===== config.mk =====
export PLATFORM = sky130hd
export DESIGN_NAME = softmax_cross_entropy_loss_grad
export DESIGN_NICKNAME = d
export VERILOG_FILES = /design/src/rtl/sce_pkg.sv /design/src/rtl/softmax_cross_entropy_loss_grad.sv /design/src/rtl/sce_ctrl.sv /design/src/rtl/sce_datapath.sv
export VERILOG_INCLUDE_DIRS = /design/src /design/src/rtl
export SDC_FILE = /design/constraint.sdc
export NUM_CORES = 2
export LEC_CHECK = 0
export ABC_AREA = 1
export CORE_UTILIZATION = 35
export CTS_CLUSTER_DIAMETER = 200
export DETAILED_ROUTE_END_ITERATION = 16
export DONT_BUFFER_PORTS = 1
export GPL_ROUTABILITY_DRIVEN = 0
export HOLD_SLACK_MARGIN = 0.12
export PLACE_DENSITY = 0.49
export SYNTH_ARGS = -nofsm -noshare
export SYNTH_HDL_FRONTEND = slang
export SYNTH_SLANG_ARGS = --single-unit

===== constraint.sdc =====
create_clock -name clk -period 12.3 [get_ports clk]
set_clock_uncertainty 0.05 [all_clocks]
set_input_delay 1.845 -clock clk [delete_from_list [all_inputs] [get_ports clk]]
set_output_delay 1.845 -clock clk [all_outputs]
set_load 0.01 [all_outputs]

===== src/rtl/softmax_cross_entropy_loss_grad_assert.svh =====
// Assertion macros for the cross-entropy loss block.
`ifndef SOFTMAX_CROSS_ENTROPY_LOSS_GRAD_ASSERT_SVH
`define SOFTMAX_CROSS_ENTROPY_LOSS_GRAD_ASSERT_SVH
// Implication checked on every clock edge outside reset.
`define SCE_ASSERT_IMP(lbl, ante, cons) \
    lbl: assert property (@(posedge clk) disable iff (!rst_n) (ante) |-> (cons)) \
        else $error("assertion failed");
// Next-cycle implication.
`define SCE_ASSERT_NXT(lbl, ante, cons) \
    lbl: assert property (@(posedge clk) disable iff (!rst_n) (ante) |=> (cons)) \
        else $error("assertion failed");
`endif


===== src/rtl/sce_pkg.sv =====
// Shared types and constants for the cross-entropy loss block.
package sce_pkg;
    localparam int DEF_MAX_CLASSES = 1024;
    localparam int DEF_MAX_BATCH   = 256;
    localparam logic [31:0] LN2_Q32 = 32'd2977044472;
    localparam logic [19:0] MEAN_MAX = 20'hFFFFF;

    typedef enum logic [5:0] {
        ST_IDLE = 6'b000001,
        ST_LOG  = 6'b000010,
        ST_SCL  = 6'b000100,
        ST_DIV  = 6'b001000,
        ST_MEAN = 6'b010000,
        ST_OUT  = 6'b100000
    } sce_state_t;

    // controller -> datapath
    typedef struct packed {
        logic capture;
        logic log_step;
        logic scale;
        logic div_step;
        logic mean_start;
        logic mean_step;
        logic commit;
    } sce_cmd_t;

    // datapath -> controller
    typedef struct packed {
        logic hit;
        logic last;
        logic log_done;
        logic div_done;
        logic mean_done;
    } sce_sts_t;
endpackage


===== src/rtl/softmax_cross_entropy_loss_grad.sv =====
// Top level of the categorical cross-entropy loss and gradient block.
//
// Input channel: in_valid/in_stall carry one softmax element (probability,
// Q1.16), the sample's true_class and batch_end. Output channel:
// out_valid/out_stall carry one result transaction per input transaction:
// gradient (Q16.8), mean_loss (Q4.16, nonzero only with loss_valid),
// loss_valid and label_error.
// class_count is written through cfg_we/cfg_data while the block is idle;
// the user must keep to that, as the block does not enforce it. A non-label
// element is captured, passes LOG and MEAN without work and commits its
// result to OUT. The label element adds 16 log2 squaring steps, one scale
// step and 25 restoring divider steps for the gradient; a batch-end element
// adds the mean divider steps. One transaction is in flight at a time, so
// the rate is set by those iterative units in the shared datapath.
// Reset clears counters, the loss sum and sets class_count to 10.
// A stalled result holds its value; no new input is accepted meanwhile.
module softmax_cross_entropy_loss_grad
    import sce_pkg::*;
#(
    parameter int MAX_CLASSES = DEF_MAX_CLASSES,
    parameter int MAX_BATCH   = DEF_MAX_BATCH
)
(
    input  logic               clk,
    input  logic               rst_n,
    input  logic               cfg_we,
    input  logic [10:0]        cfg_data,
    input  logic               in_valid,
    output logic               in_stall,
    input  logic [16:0]        probability,
    input  logic [9:0]         true_class,
    input  logic               batch_end,
    output logic               out_valid,
    input  logic               out_stall,
    output logic signed [24:0] gradient,
    output logic [19:0]        mean_loss,
    output logic               loss_valid,
    output logic               label_error
);
    sce_cmd_t cmd;
    sce_sts_t sts;

    sce_ctrl u_ctrl (
        .clk(clk), .rst_n(rst_n), .in_valid(in_valid), .in_stall(in_stall),
        .out_valid(out_valid), .out_stall(out_stall), .sts(sts), .cmd(cmd)
    );

    sce_datapath #(.MAX_CLASSES(MAX_CLASSES), .MAX_BATCH(MAX_BATCH)) u_dp (
        .clk(clk), .rst_n(rst_n), .cfg_we(cfg_we), .cfg_data(cfg_data),
        .probability(probability), .true_class(true_class), .batch_end(batch_end),
        .cmd(cmd), .sts(sts), .gradient(gradient), .mean_loss(mean_loss),
        .loss_valid(loss_valid), .label_error(label_error)
    );
endmodule


===== src/rtl/sce_ctrl.sv =====
// Controller sequencing one transaction through the datapath.
module sce_ctrl
    import sce_pkg::*;
(
    input  logic     clk,
    input  logic     rst_n,
    input  logic     in_valid,
    output logic     in_stall,
    output logic     out_valid,
    input  logic     out_stall,
    input  sce_sts_t sts,
    output sce_cmd_t cmd
);
    sce_state_t state_reg, state_next;

    assign in_stall  = (state_reg != ST_IDLE);
    assign out_valid = (state_reg == ST_OUT);

    always_comb
    begin
        state_next = state_reg;
        cmd = '0;
        unique case (state_reg)
            ST_IDLE:
            begin
                if (in_valid)
                begin
                    cmd.capture = 1'b1;
                    state_next = ST_LOG;
                end
            end
            ST_LOG:
            begin
                if (!sts.hit)
                    state_next = ST_MEAN;
                else
                begin
                    cmd.log_step = 1'b1;
                    if (sts.log_done)
                        state_next = ST_SCL;
                end
            end
            ST_SCL:
            begin
                cmd.scale = 1'b1;
                state_next = ST_DIV;
            end
            ST_DIV:
            begin
                cmd.div_step = 1'b1;
                if (sts.div_done)
                    state_next = ST_MEAN;
            end
            ST_MEAN:
            begin
                if (!sts.last)
                begin
                    cmd.commit = 1'b1;
                    state_next = ST_OUT;
                end
                else
                begin
                    cmd.mean_step = 1'b1;
                    if (sts.mean_done)
                    begin
                        cmd.commit = 1'b1;
                        state_next = ST_OUT;
                    end
                end
            end
            ST_OUT:
            begin
                if (!out_stall)
                    state_next = ST_IDLE;
            end
            default: state_next = ST_IDLE;
        endcase
        cmd.mean_start = cmd.capture;
    end

    always_ff @(posedge clk or negedge rst_n)
    begin
        if (!rst_n)
            state_reg <= ST_IDLE;
        else
            state_reg <= state_next;
    end

`include "softmax_cross_entropy_loss_grad_assert.svh"
    `SCE_ASSERT_IMP(a_onehot, 1'b1, $onehot(state_reg))
    `SCE_ASSERT_NXT(a_cap, state_reg == ST_IDLE && in_valid, state_reg == ST_LOG)
    `SCE_ASSERT_NXT(a_hold, state_reg == ST_OUT && out_stall, state_reg == ST_OUT)
endmodule


===== src/rtl/sce_datapath.sv =====
// Datapath: counters, loss accumulator, log, reciprocal and mean units.
module sce_datapath
    import sce_pkg::*;
#(
    parameter int MAX_CLASSES = DEF_MAX_CLASSES,
    parameter int MAX_BATCH   = DEF_MAX_BATCH
)
(
    input  logic               clk,
    input  logic               rst_n,
    input  logic               cfg_we,
    input  logic [10:0]        cfg_data,
    input  logic [16:0]        probability,
    input  logic [9:0]         true_class,
    input  logic               batch_end,
    input  sce_cmd_t           cmd,
    output sce_sts_t           sts,
    output logic signed [24:0] gradient,
    output logic [19:0]        mean_loss,
    output logic               loss_valid,
    output logic               label_error
);
    localparam int PW = $clog2(MAX_CLASSES);
    localparam int TW = $clog2(MAX_BATCH + 1);

    logic [10:0]   class_count_reg;
    logic [PW-1:0] pos_reg;
    logic [TW-1:0] tally_reg;
    logic [31:0]   sum_reg;

    logic [16:0] pc_reg;
    logic        hit_reg, last_reg, err_reg;
    logic        wrap_reg;
    logic [4:0]  n_reg;
    logic [31:0] m_reg;
    logic [4:0]  lcnt_reg;
    logic [15:0] frac_reg;
    logic [31:0] term_reg;
    logic [24:0] dnum_reg;
    logic [24:0] dq_reg;
    logic [17:0] drem_reg;
    logic [4:0]  dcnt_reg;
    logic [32:0] mrem_reg;
    logic [31:0] mq_reg;
    logic [5:0]  mcnt_reg;
    logic [TW-1:0] div_s_reg;

    // effective class count
    logic [16:0] eff;
    always_comb
    begin
        if (class_count_reg == 11'd0)
            eff = 17'd1;
        else if ({6'd0, class_count_reg} > 17'(MAX_CLASSES))
            eff = 17'(MAX_CLASSES);
        else
            eff = {6'd0, class_count_reg};
    end

    logic in_err, in_hit;
    assign in_err = {7'd0, true_class} >= eff;
    assign in_hit = !in_err && ({7'd0, true_class} == 17'(pos_reg));

    logic [16:0] pcl;
    assign pcl = (probability == 17'd0) ? 17'd1 :
                 (probability > 17'd65536) ? 17'd65536 : probability;

    logic [4:0] lz;
    always_comb
    begin
        lz = 5'd0;
        for (int i = 0; i <= 16; i++)
            if (pcl[i])
                lz = 5'(i);
    end

    // log2 squaring step
    logic [63:0] sq;
    assign sq = 64'(m_reg) * 64'(m_reg);
    logic [33:0] msq;
    assign msq = sq[63:30];

    // ln scaling
    logic [20:0] l2;
    logic [20:0] neg;
    logic [63:0] prod;
    assign l2 = {n_reg, 16'd0} + {5'd0, frac_reg};
    assign neg = 21'(16 * 65536) - l2;
    assign prod = 64'(neg) * 64'(LN2_Q32) + 64'h80000000;

    // divider step for gradient
    logic [17:0] dtr;
    assign dtr = {drem_reg[16:0], dnum_reg[24]};
    logic [32:0] mtr;
    assign mtr = {mrem_reg[31:0], mq_reg[31]};

    logic [32:0] sum_sat;
    assign sum_sat = {1'b0, sum_reg} + {1'b0, term_reg};

    // sum including this transaction's term (term is zero off the label)
    logic [31:0] sum_acc;
    assign sum_acc = sum_sat[32] ? 32'hFFFFFFFF : sum_sat[31:0];

    logic [TW:0] samples;
    assign samples = {1'b0, tally_reg} + 1'b1;

    // mean divisor and rounded dividend
    logic [TW-1:0] mdiv;
    logic [32:0]   mdvd;
    assign mdiv = (samples > (TW+1)'(MAX_BATCH)) ? TW'(MAX_BATCH) : samples[TW-1:0];
    assign mdvd = {1'b0, sum_acc} + 33'(mdiv >> 1);

    assign sts.hit       = hit_reg;
    assign sts.last      = last_reg;
    assign sts.log_done  = (lcnt_reg == 5'd15);
    assign sts.div_done  = (dcnt_reg == 5'd24);
    assign sts.mean_done = (mcnt_reg == 6'd31);

    always_ff @(posedge clk or negedge rst_n)
    begin
        if (!rst_n)
        begin
            class_count_reg <= 11'd10;
            pos_reg   <= '0;
            tally_reg <= '0;
            sum_reg   <= '0;
        end
        else
        begin
            if (cfg_we)
                class_count_reg <= cfg_data;
            if (cmd.commit)
            begin
                if (last_reg)
                begin
                    pos_reg   <= '0;
                    tally_reg <= '0;
                    sum_reg   <= '0;
                end
                else
                begin
                    if (hit_reg)
                        sum_reg <= sum_acc;
                    if (wrap_reg)
                    begin
                        pos_reg <= '0;
                        if (tally_reg < TW'(MAX_BATCH))
                            tally_reg <= tally_reg + 1'b1;
                    end
                    else
                        pos_reg <= pos_reg + 1'b1;
                end
            end
        end
    end

    always_ff @(posedge clk)
    begin
        if (cmd.capture)
        begin
            pc_reg   <= pcl;
            hit_reg  <= in_hit;
            err_reg  <= in_err;
            last_reg <= batch_end;
            wrap_reg <= (17'(pos_reg) + 17'd1) >= eff;
            n_reg    <= lz;
            m_reg    <= 32'({15'd0, pcl} << (5'd30 - lz));
            lcnt_reg <= 5'd0;
            frac_reg <= 16'd0;
            term_reg <= 32'd0;
            dcnt_reg <= 5'd0;
            dnum_reg <= 25'(33'h1000000 + 33'(pcl >> 1));
            drem_reg <= '0;
            dq_reg   <= '0;
        end
        if (cmd.log_step)
        begin
            lcnt_reg <= lcnt_reg + 1'b1;
            if (msq >= 34'h80000000)
            begin
                m_reg <= msq[32:1];
                frac_reg <= frac_reg | (16'h8000 >> lcnt_reg[3:0]);
            end
            else
                m_reg <= msq[31:0];
        end
        if (cmd.scale)
            term_reg <= prod[63:32];
        if (cmd.div_step)
        begin
            dcnt_reg <= dcnt_reg + 1'b1;
            dnum_reg <= {dnum_reg[23:0], 1'b0};
            if (dtr >= {1'b0, pc_reg})
            begin
                drem_reg <= dtr - {1'b0, pc_reg};
                dq_reg <= {dq_reg[23:0], 1'b1};
            end
            else
            begin
                drem_reg <= dtr;
                dq_reg <= {dq_reg[23:0], 1'b0};
            end
        end
        if (cmd.mean_start)
        begin
            mcnt_reg <= 6'd0;
            mrem_reg <= '0;
            mq_reg <= '0;
            div_s_reg <= '0;
        end
        if (cmd.mean_step)
        begin
            if (mcnt_reg == 6'd0 && div_s_reg == '0)
            begin
                // load dividend on first step
                div_s_reg <= mdiv;
                mq_reg    <= mdvd[31:0];
                mrem_reg  <= {32'd0, mdvd[32]};
            end
            else
            begin
                mcnt_reg <= mcnt_reg + 1'b1;
                if (mtr >= 33'(div_s_reg))
                begin
                    mrem_reg <= mtr - 33'(div_s_reg);
                    mq_reg <= {mq_reg[30:0], 1'b1};
                end
                else
                begin
                    mrem_reg <= mtr;
                    mq_reg <= {mq_reg[30:0], 1'b0};
                end
            end
        end
    end

    // 33-bit dividend: bit 32 is preloaded into mrem; final quotient uses step 32 below
    logic [32:0] mfin;
    logic [31:0] mq_fin;
    assign mfin = {mrem_reg[31:0], mq_reg[31]};
    assign mq_fin = (mfin >= 33'(div_s_reg)) ? {mq_reg[30:0], 1'b1} : {mq_reg[30:0], 1'b0};

    logic [19:0] mean_q;
    assign mean_q = (mq_fin > 32'(MEAN_MAX)) ? MEAN_MAX : mq_fin[19:0];

    always_ff @(posedge clk)
    begin
        if (cmd.commit)
        begin
            gradient    <= hit_reg ? -$signed(dq_reg) : 25'sd0;
            mean_loss   <= last_reg ? mean_q : 20'd0;
            loss_valid  <= last_reg;
            label_error <= err_reg;
        end
    end
endmodule


==> Word-level counts from Yosys, hierarchy flattened <==
Cells that the tools add are included.
{ "word_totals": {"out_inout_bits": 49, "elab_cells": 173, "ff_bits": 377} }
{ "classes": {"bitwise_logic": 1, "add_sub_neg": 17, "n_eq_ne": 16, "n_shift": 2, "n_lt_le_gt_ge": 10, "n_reduce_logical": 17, "n_mux": 80, "n_mul": 2} }
{ "ops": {"columns": ["op", "n"], "rows": [
  ["two-way mux 32 bit", 14],
  ["two-way mux 25 bit", 4],
  ["two-way mux 17 bit", 5],
  ["multiplier 32 x 32 -> 64 bit", 1],
  ["two-way mux 9 bit", 7],
  ["two-way mux 6 bit", 10],
  ["adder 53 x 32 -> 54 bit (second input constant)", 1],
  ["multiplier 21 x 29 -> 50 bit (second input constant)", 1],
  ["two-way mux 16 bit", 3],
  ["case mux 6 bit (6 select lines)", 1],
  ["greater-or-equal comparator 34 x 32 -> 1 bit (second input constant)", 1],
  ["adder 32 x 32 -> 33 bit", 1],
  ["adder 32 x 8 -> 33 bit", 1],
  ["greater-or-equal comparator 33 x 9 -> 1 bit", 1],
  ["greater-than comparator 32 x 20 -> 1 bit (second input constant)", 1],
  ["two-way mux 4 bit", 8],
  ["left shift 17 x 5 -> 32 bit", 1],
  ["subtractor 32 x 9 -> 32 bit", 1],
  ["adder 25 x 16 -> 25 bit (first input constant)", 1],
  ["negation 25 bit", 1],
  ["two-way mux 11 bit", 2],
  ["adder 21 x 16 -> 21 bit", 1],
  ["subtractor 21 bit (first input constant)", 1],
  ["two-way mux 10 bit", 2],
  ["44 further kinds", 75]
]} }

==> Logic depth before layout (Yosys ltp) <==
{ "logic_depth": {"word_depth": 23, "depth_mapped": 57} }

==> Cells and area by module <==
From an unflattened synthesis, not the netlist that was laid out.
{ "unflattened": {"cells_unflattened": 7382, "hier_area_um2": 62157.1} }
{ "modules_own_cells": {"columns": ["mod", "instances", "area_per_inst_um2", "cells_each"], "rows": [
  ["sce_datapath", 1, 61720.4, 7320],
  ["sce_ctrl", 1, 436.7, 62]
]} }

==> Worst setup path before layout <==
No wires, ideal clock.
{ "synth_path": {"kind": "reg2reg", "startpoint": "register u_dp.frac_reg[0]", "endpoint": "register u_dp.term_reg[15], data pin", "setup_slack_ps": 3240, "path_buffers": 0, "stages_incl_launch_ff": 43, "setup_ps": 257, "t_arrival_ps": 8753, "path_cell_list": "dfxtp_1 > inv_1 > ha_1 > inv_1 > ha_1 > o31ai_1 > inv_1 > o31ai_1 > a21o_1 > a21oi_1 > o21ai_1 > a21boi_0 > o21ai_1 > a21oi_1 > o21bai_1 > xor2_1 > fa_1 > inv_1 > (+7 left out) > fa_1 > ha_1 > a21oi_1 > inv_1 > a31oi_1 > o21a_1 > o21ai_4 > xor2_4 > ha_1 > nand2_1 > nor2_2 > nand2_1 > nor2_4 > nand2_2 > inv_2 > nand3_2 > o21ai_0 > nor2_1"} }
{ "synth_between": {"elab_chain_cells": 5} }
{ "synth_rtl": {"columns": ["element", "line", "source"], "rows": [
  ["start, declared", "sce_datapath.sv:37", "logic [15:0] frac_reg;"],
  ["start signal, assigned", "sce_datapath.sv:182", "frac_reg <= frac_reg | (16'h8000 >> lcnt_reg[3:0]);"],
  ["adder 21 x 16 -> 21 bit", "sce_datapath.sv:87", "assign l2 = {n_reg, 16'd0} + {5'd0, frac_reg};"],
  ["subtractor 21 bit", "sce_datapath.sv:88", "assign neg = 21'(16 * 65536) - l2;"],
  ["multiplier 21 x 29 -> 50 bit", "sce_datapath.sv:89", "assign prod = 64'(neg) * 64'(LN2_Q32) + 64'h80000000;"],
  ["adder 53 x 32 -> 54 bit", "sce_datapath.sv:89", null],
  ["two-way mux 32 bit", "sce_datapath.sv:187", "if (cmd.scale)"],
  ["end signal, assigned", "sce_datapath.sv:188", "term_reg <= prod[63:32];"],
  ["end, declared", "sce_datapath.sv:38", "logic [31:0] term_reg;"]
]} }
No other way between the ends.
A chain may end at the register's enable or synchronous reset.

==> Final worst setup path <==
{ "layout_path": {"startpoint": "register u_dp.frac_reg[0]", "endpoint": "register u_dp.term_reg[19], data pin"} }
The elaborated chain is that of the path after synthesis.

==> results.md <==
- EDFF count, synth: 266
- Crit path required time: 12.55 ns
- Die width: 423 um
- Slowest stage delay, CP: 0.56 ns
- Top cell by count, worst path: inv_1
- Min-Delay Path Class: register to register
- I/O Pins: 93
- Worst path arrival time: 10.40 ns
- # port buffers: 0
- Max Cap Viol: 0
- Sink Count: 366
- Clock transition at the registers of the reported paths: 0.07 ns
- 1st-iter DRT viols: between 2,000 and 3,000
- Routed WL: approximately 180 mm
- Post-Syn Area per Cell: 8.46 um^2
- Crit path max fanout: 8
- Worst skew pair latency: 0.63 ns
- Seq cells post-synth: ~370
- Area delta synth->final: 6.97%
- Most frequent cell after synthesis: inv_1
- Per-cell routed wire length: 18.5 um
- Post_cts resized: 0
- CTS buffer count: 45
- Setup TNS Final: 0 ns
- CP Launch Type: register
- Yosys top cell area share: 32.9%
- Largest net degree at the start of global routing: 73
- Antenna violation net count after detailed routing: 0
- FP Rows: 153
- Vias in the first global route: 49,549
- Post-synth top area cell: fa_1
- First-pass GRT wire length: between 200 and 300 mm
- Status: complete, no violations
- Post-synth top cells: inv_1, nand2_1, fa_1, ha_1, nor2_1
- Bufs on Longest Clock Path: 3
- Most used DFF post-synth: edfxtp_1
- H-tree depth: 2
- Synth async-reset ratio: roughly 19%
- Starting Density: 35.4%
- DR vias: 46,554
- Sequential share of the synthesized area: 16.7%
- Synth warn: 0
- Total grt overflow: 0
- Worst Max-Slew Pin Slew: 1.30 ns
- Post-synthesis cell type count: 72
- Critical path capture point type: register
- Cells after synthesis: 7,321
- R2R Setup Slk: ~2.2 ns
- Hold WS: 0.397 ns
- Initial antenna violation count: 0
- Hold buffer count at cts: 0
- Area contributors post-synth: fa_1, edfxtp_1, ha_1
- CP Class: register to register
- Die height: 423 um
- Post-Synthesis Cell Area: 61,900 um^2
- DRC Markers: 0
- Clock Tree Root: clkbuf_16
- DR pass1 iterations: 5
- HPWL after detailed placement: 146 mm
- RSZ-0062 raised after global routing: no
- Final hold vios: 0
- ANT cells: 0
- Core area: about 170,000 um^2
- Fin crit share: 82.5%
- Drt via density: approximately 4.8
- Achievable Freq: just under 100 MHz
- Final setup viols: 0
- Setup bufs post-CTS: 0
- Slew margin rel.: 13.0%
- Layout cells sized above 1: 3.33%
- Slowest stage cell, crit path: fa_1
- Global-route usage over all layers: about a fifth
- CTS tree: done
- Final min period: around 10 ns
- Die area: 179,000 um^2
- Slew Limit Fails: 0
- Nets: approximately 9,000
- Synth Net Count: 9,007
## layout by cell type (no fill, tap or decap), drive strengths merged, types with 3 or more instances in the layout
cell type,n
nand2,1233
clkbuf,66
nor2,405
a32o,9
a21o,20
and2,4
nor3b,6
nand4,55
mux2,8
o22ai,48
nand3,301
o31ai,12
fa,1017
o211ai,8
o21ai,312
buf,78
or2,18
clkinv,18
nor4,30
nand3b,5
xnor2,60
o21bai,15
ha,625
inv,1992
a21boi,8
dfstp,3
dfrtp,65
a211oi,9
dfxtp,32
o21a,27
nor3,74
edfxtp,266
a31oi,35
a21oi,319
xor2,99
## final cells by class
cell class	instances	area (um^2)
clock buffer	66	1240
clock inverter	18	216
fill	18090	109000
inverter	1995	7490
multi-input combinational	4780	43400
sequential	366	10300
tap	2325	2910
timing repair buffer	78	586
## worst max-delay path, delay by kind of cell, from the launching register on
kind | cells | cell delay [ns]
adders and majority gates | 10 | 4.19
DFF | 1 | 0.42
buffers and inverters | 10 | 0.80
AOI/OAI and AO/OA | 10 | 1.98
xor gates and xnor gates | 2 | 0.69
and+or+nand+nor | 11 | 1.71
## cell families (layout without fill, tap and decap cells)
logic type                 after synthesis  in the layout  share of synthesized area [%]
and+or+nand+nor                       2133           2133                           14.5
muxes                                    9              9                          0.162
xor gates and xnor gates               159            159                           2.33
adders and majority gates             1642           1642                           45.5
DFF                                    366            366                           16.7
AOI/OAI and AO/OA                      837            837                           7.57
buffers and inverters                 2175           2157                           13.2
## stage by stage
| stage | util, % | area [um^2] | setup WS [ns] | instances |
|---|---|---|---|---|
| 5_1_grt | 37.9 | 66200 | 1.25 | 9628 |
| 3_3_place_gp | 37.1 | 64800 | 2.28 | 9544 |
| 4_1_cts | 37.9 | 66200 | 2.17 | 9628 |
| 3_5_place_dp | 37.1 | 64800 | 2.19 | 9544 |
| 6_report | 37.9 | 66200 | 2.15 | 9628 |
| 2_1_floorplan | - | 61900 | 3.24 | 7321 |
## per-layer routing
layer / vias to the layer above / track usage [%] / wire length (um)
met5: - / 0 / 0
met4: 0 / 5.39 / 5160
met3: 221 / 1.58 / 6040
met2: 918 / 35.1 / 87500
met1: 23125 / 26.9 / 79700
li1: 22290 / - / -
## final timing paths
path                                                            end  depth (start not counted)                      from
worst max-delay path                u_dp.term_reg[19]$_SDFFCE_PN0P_                         43  u_dp.frac_reg[0]$_DFF_P_
worst max register to register      u_dp.term_reg[19]$_SDFFCE_PN0P_                         43  u_dp.frac_reg[0]$_DFF_P_
min in group asynchronous           u_ctrl.state_reg[4]$_DFFE_PN0P_                          0                     rst_n
max in group asynchronous       u_dp.class_count_reg[1]$_DFFE_PN1P_                          0                     rst_n
worst min-delay path                     u_dp.label_error$_DFFE_PP_                          0    u_dp.err_reg$_DFFE_PP_
worst min register to register           u_dp.label_error$_DFFE_PP_                          0    u_dp.err_reg$_DFFE_PP_
Power is left out: the tool's default activity adds up to more than one toggle a clock period on the data nets, which glitch-free logic cannot reach.
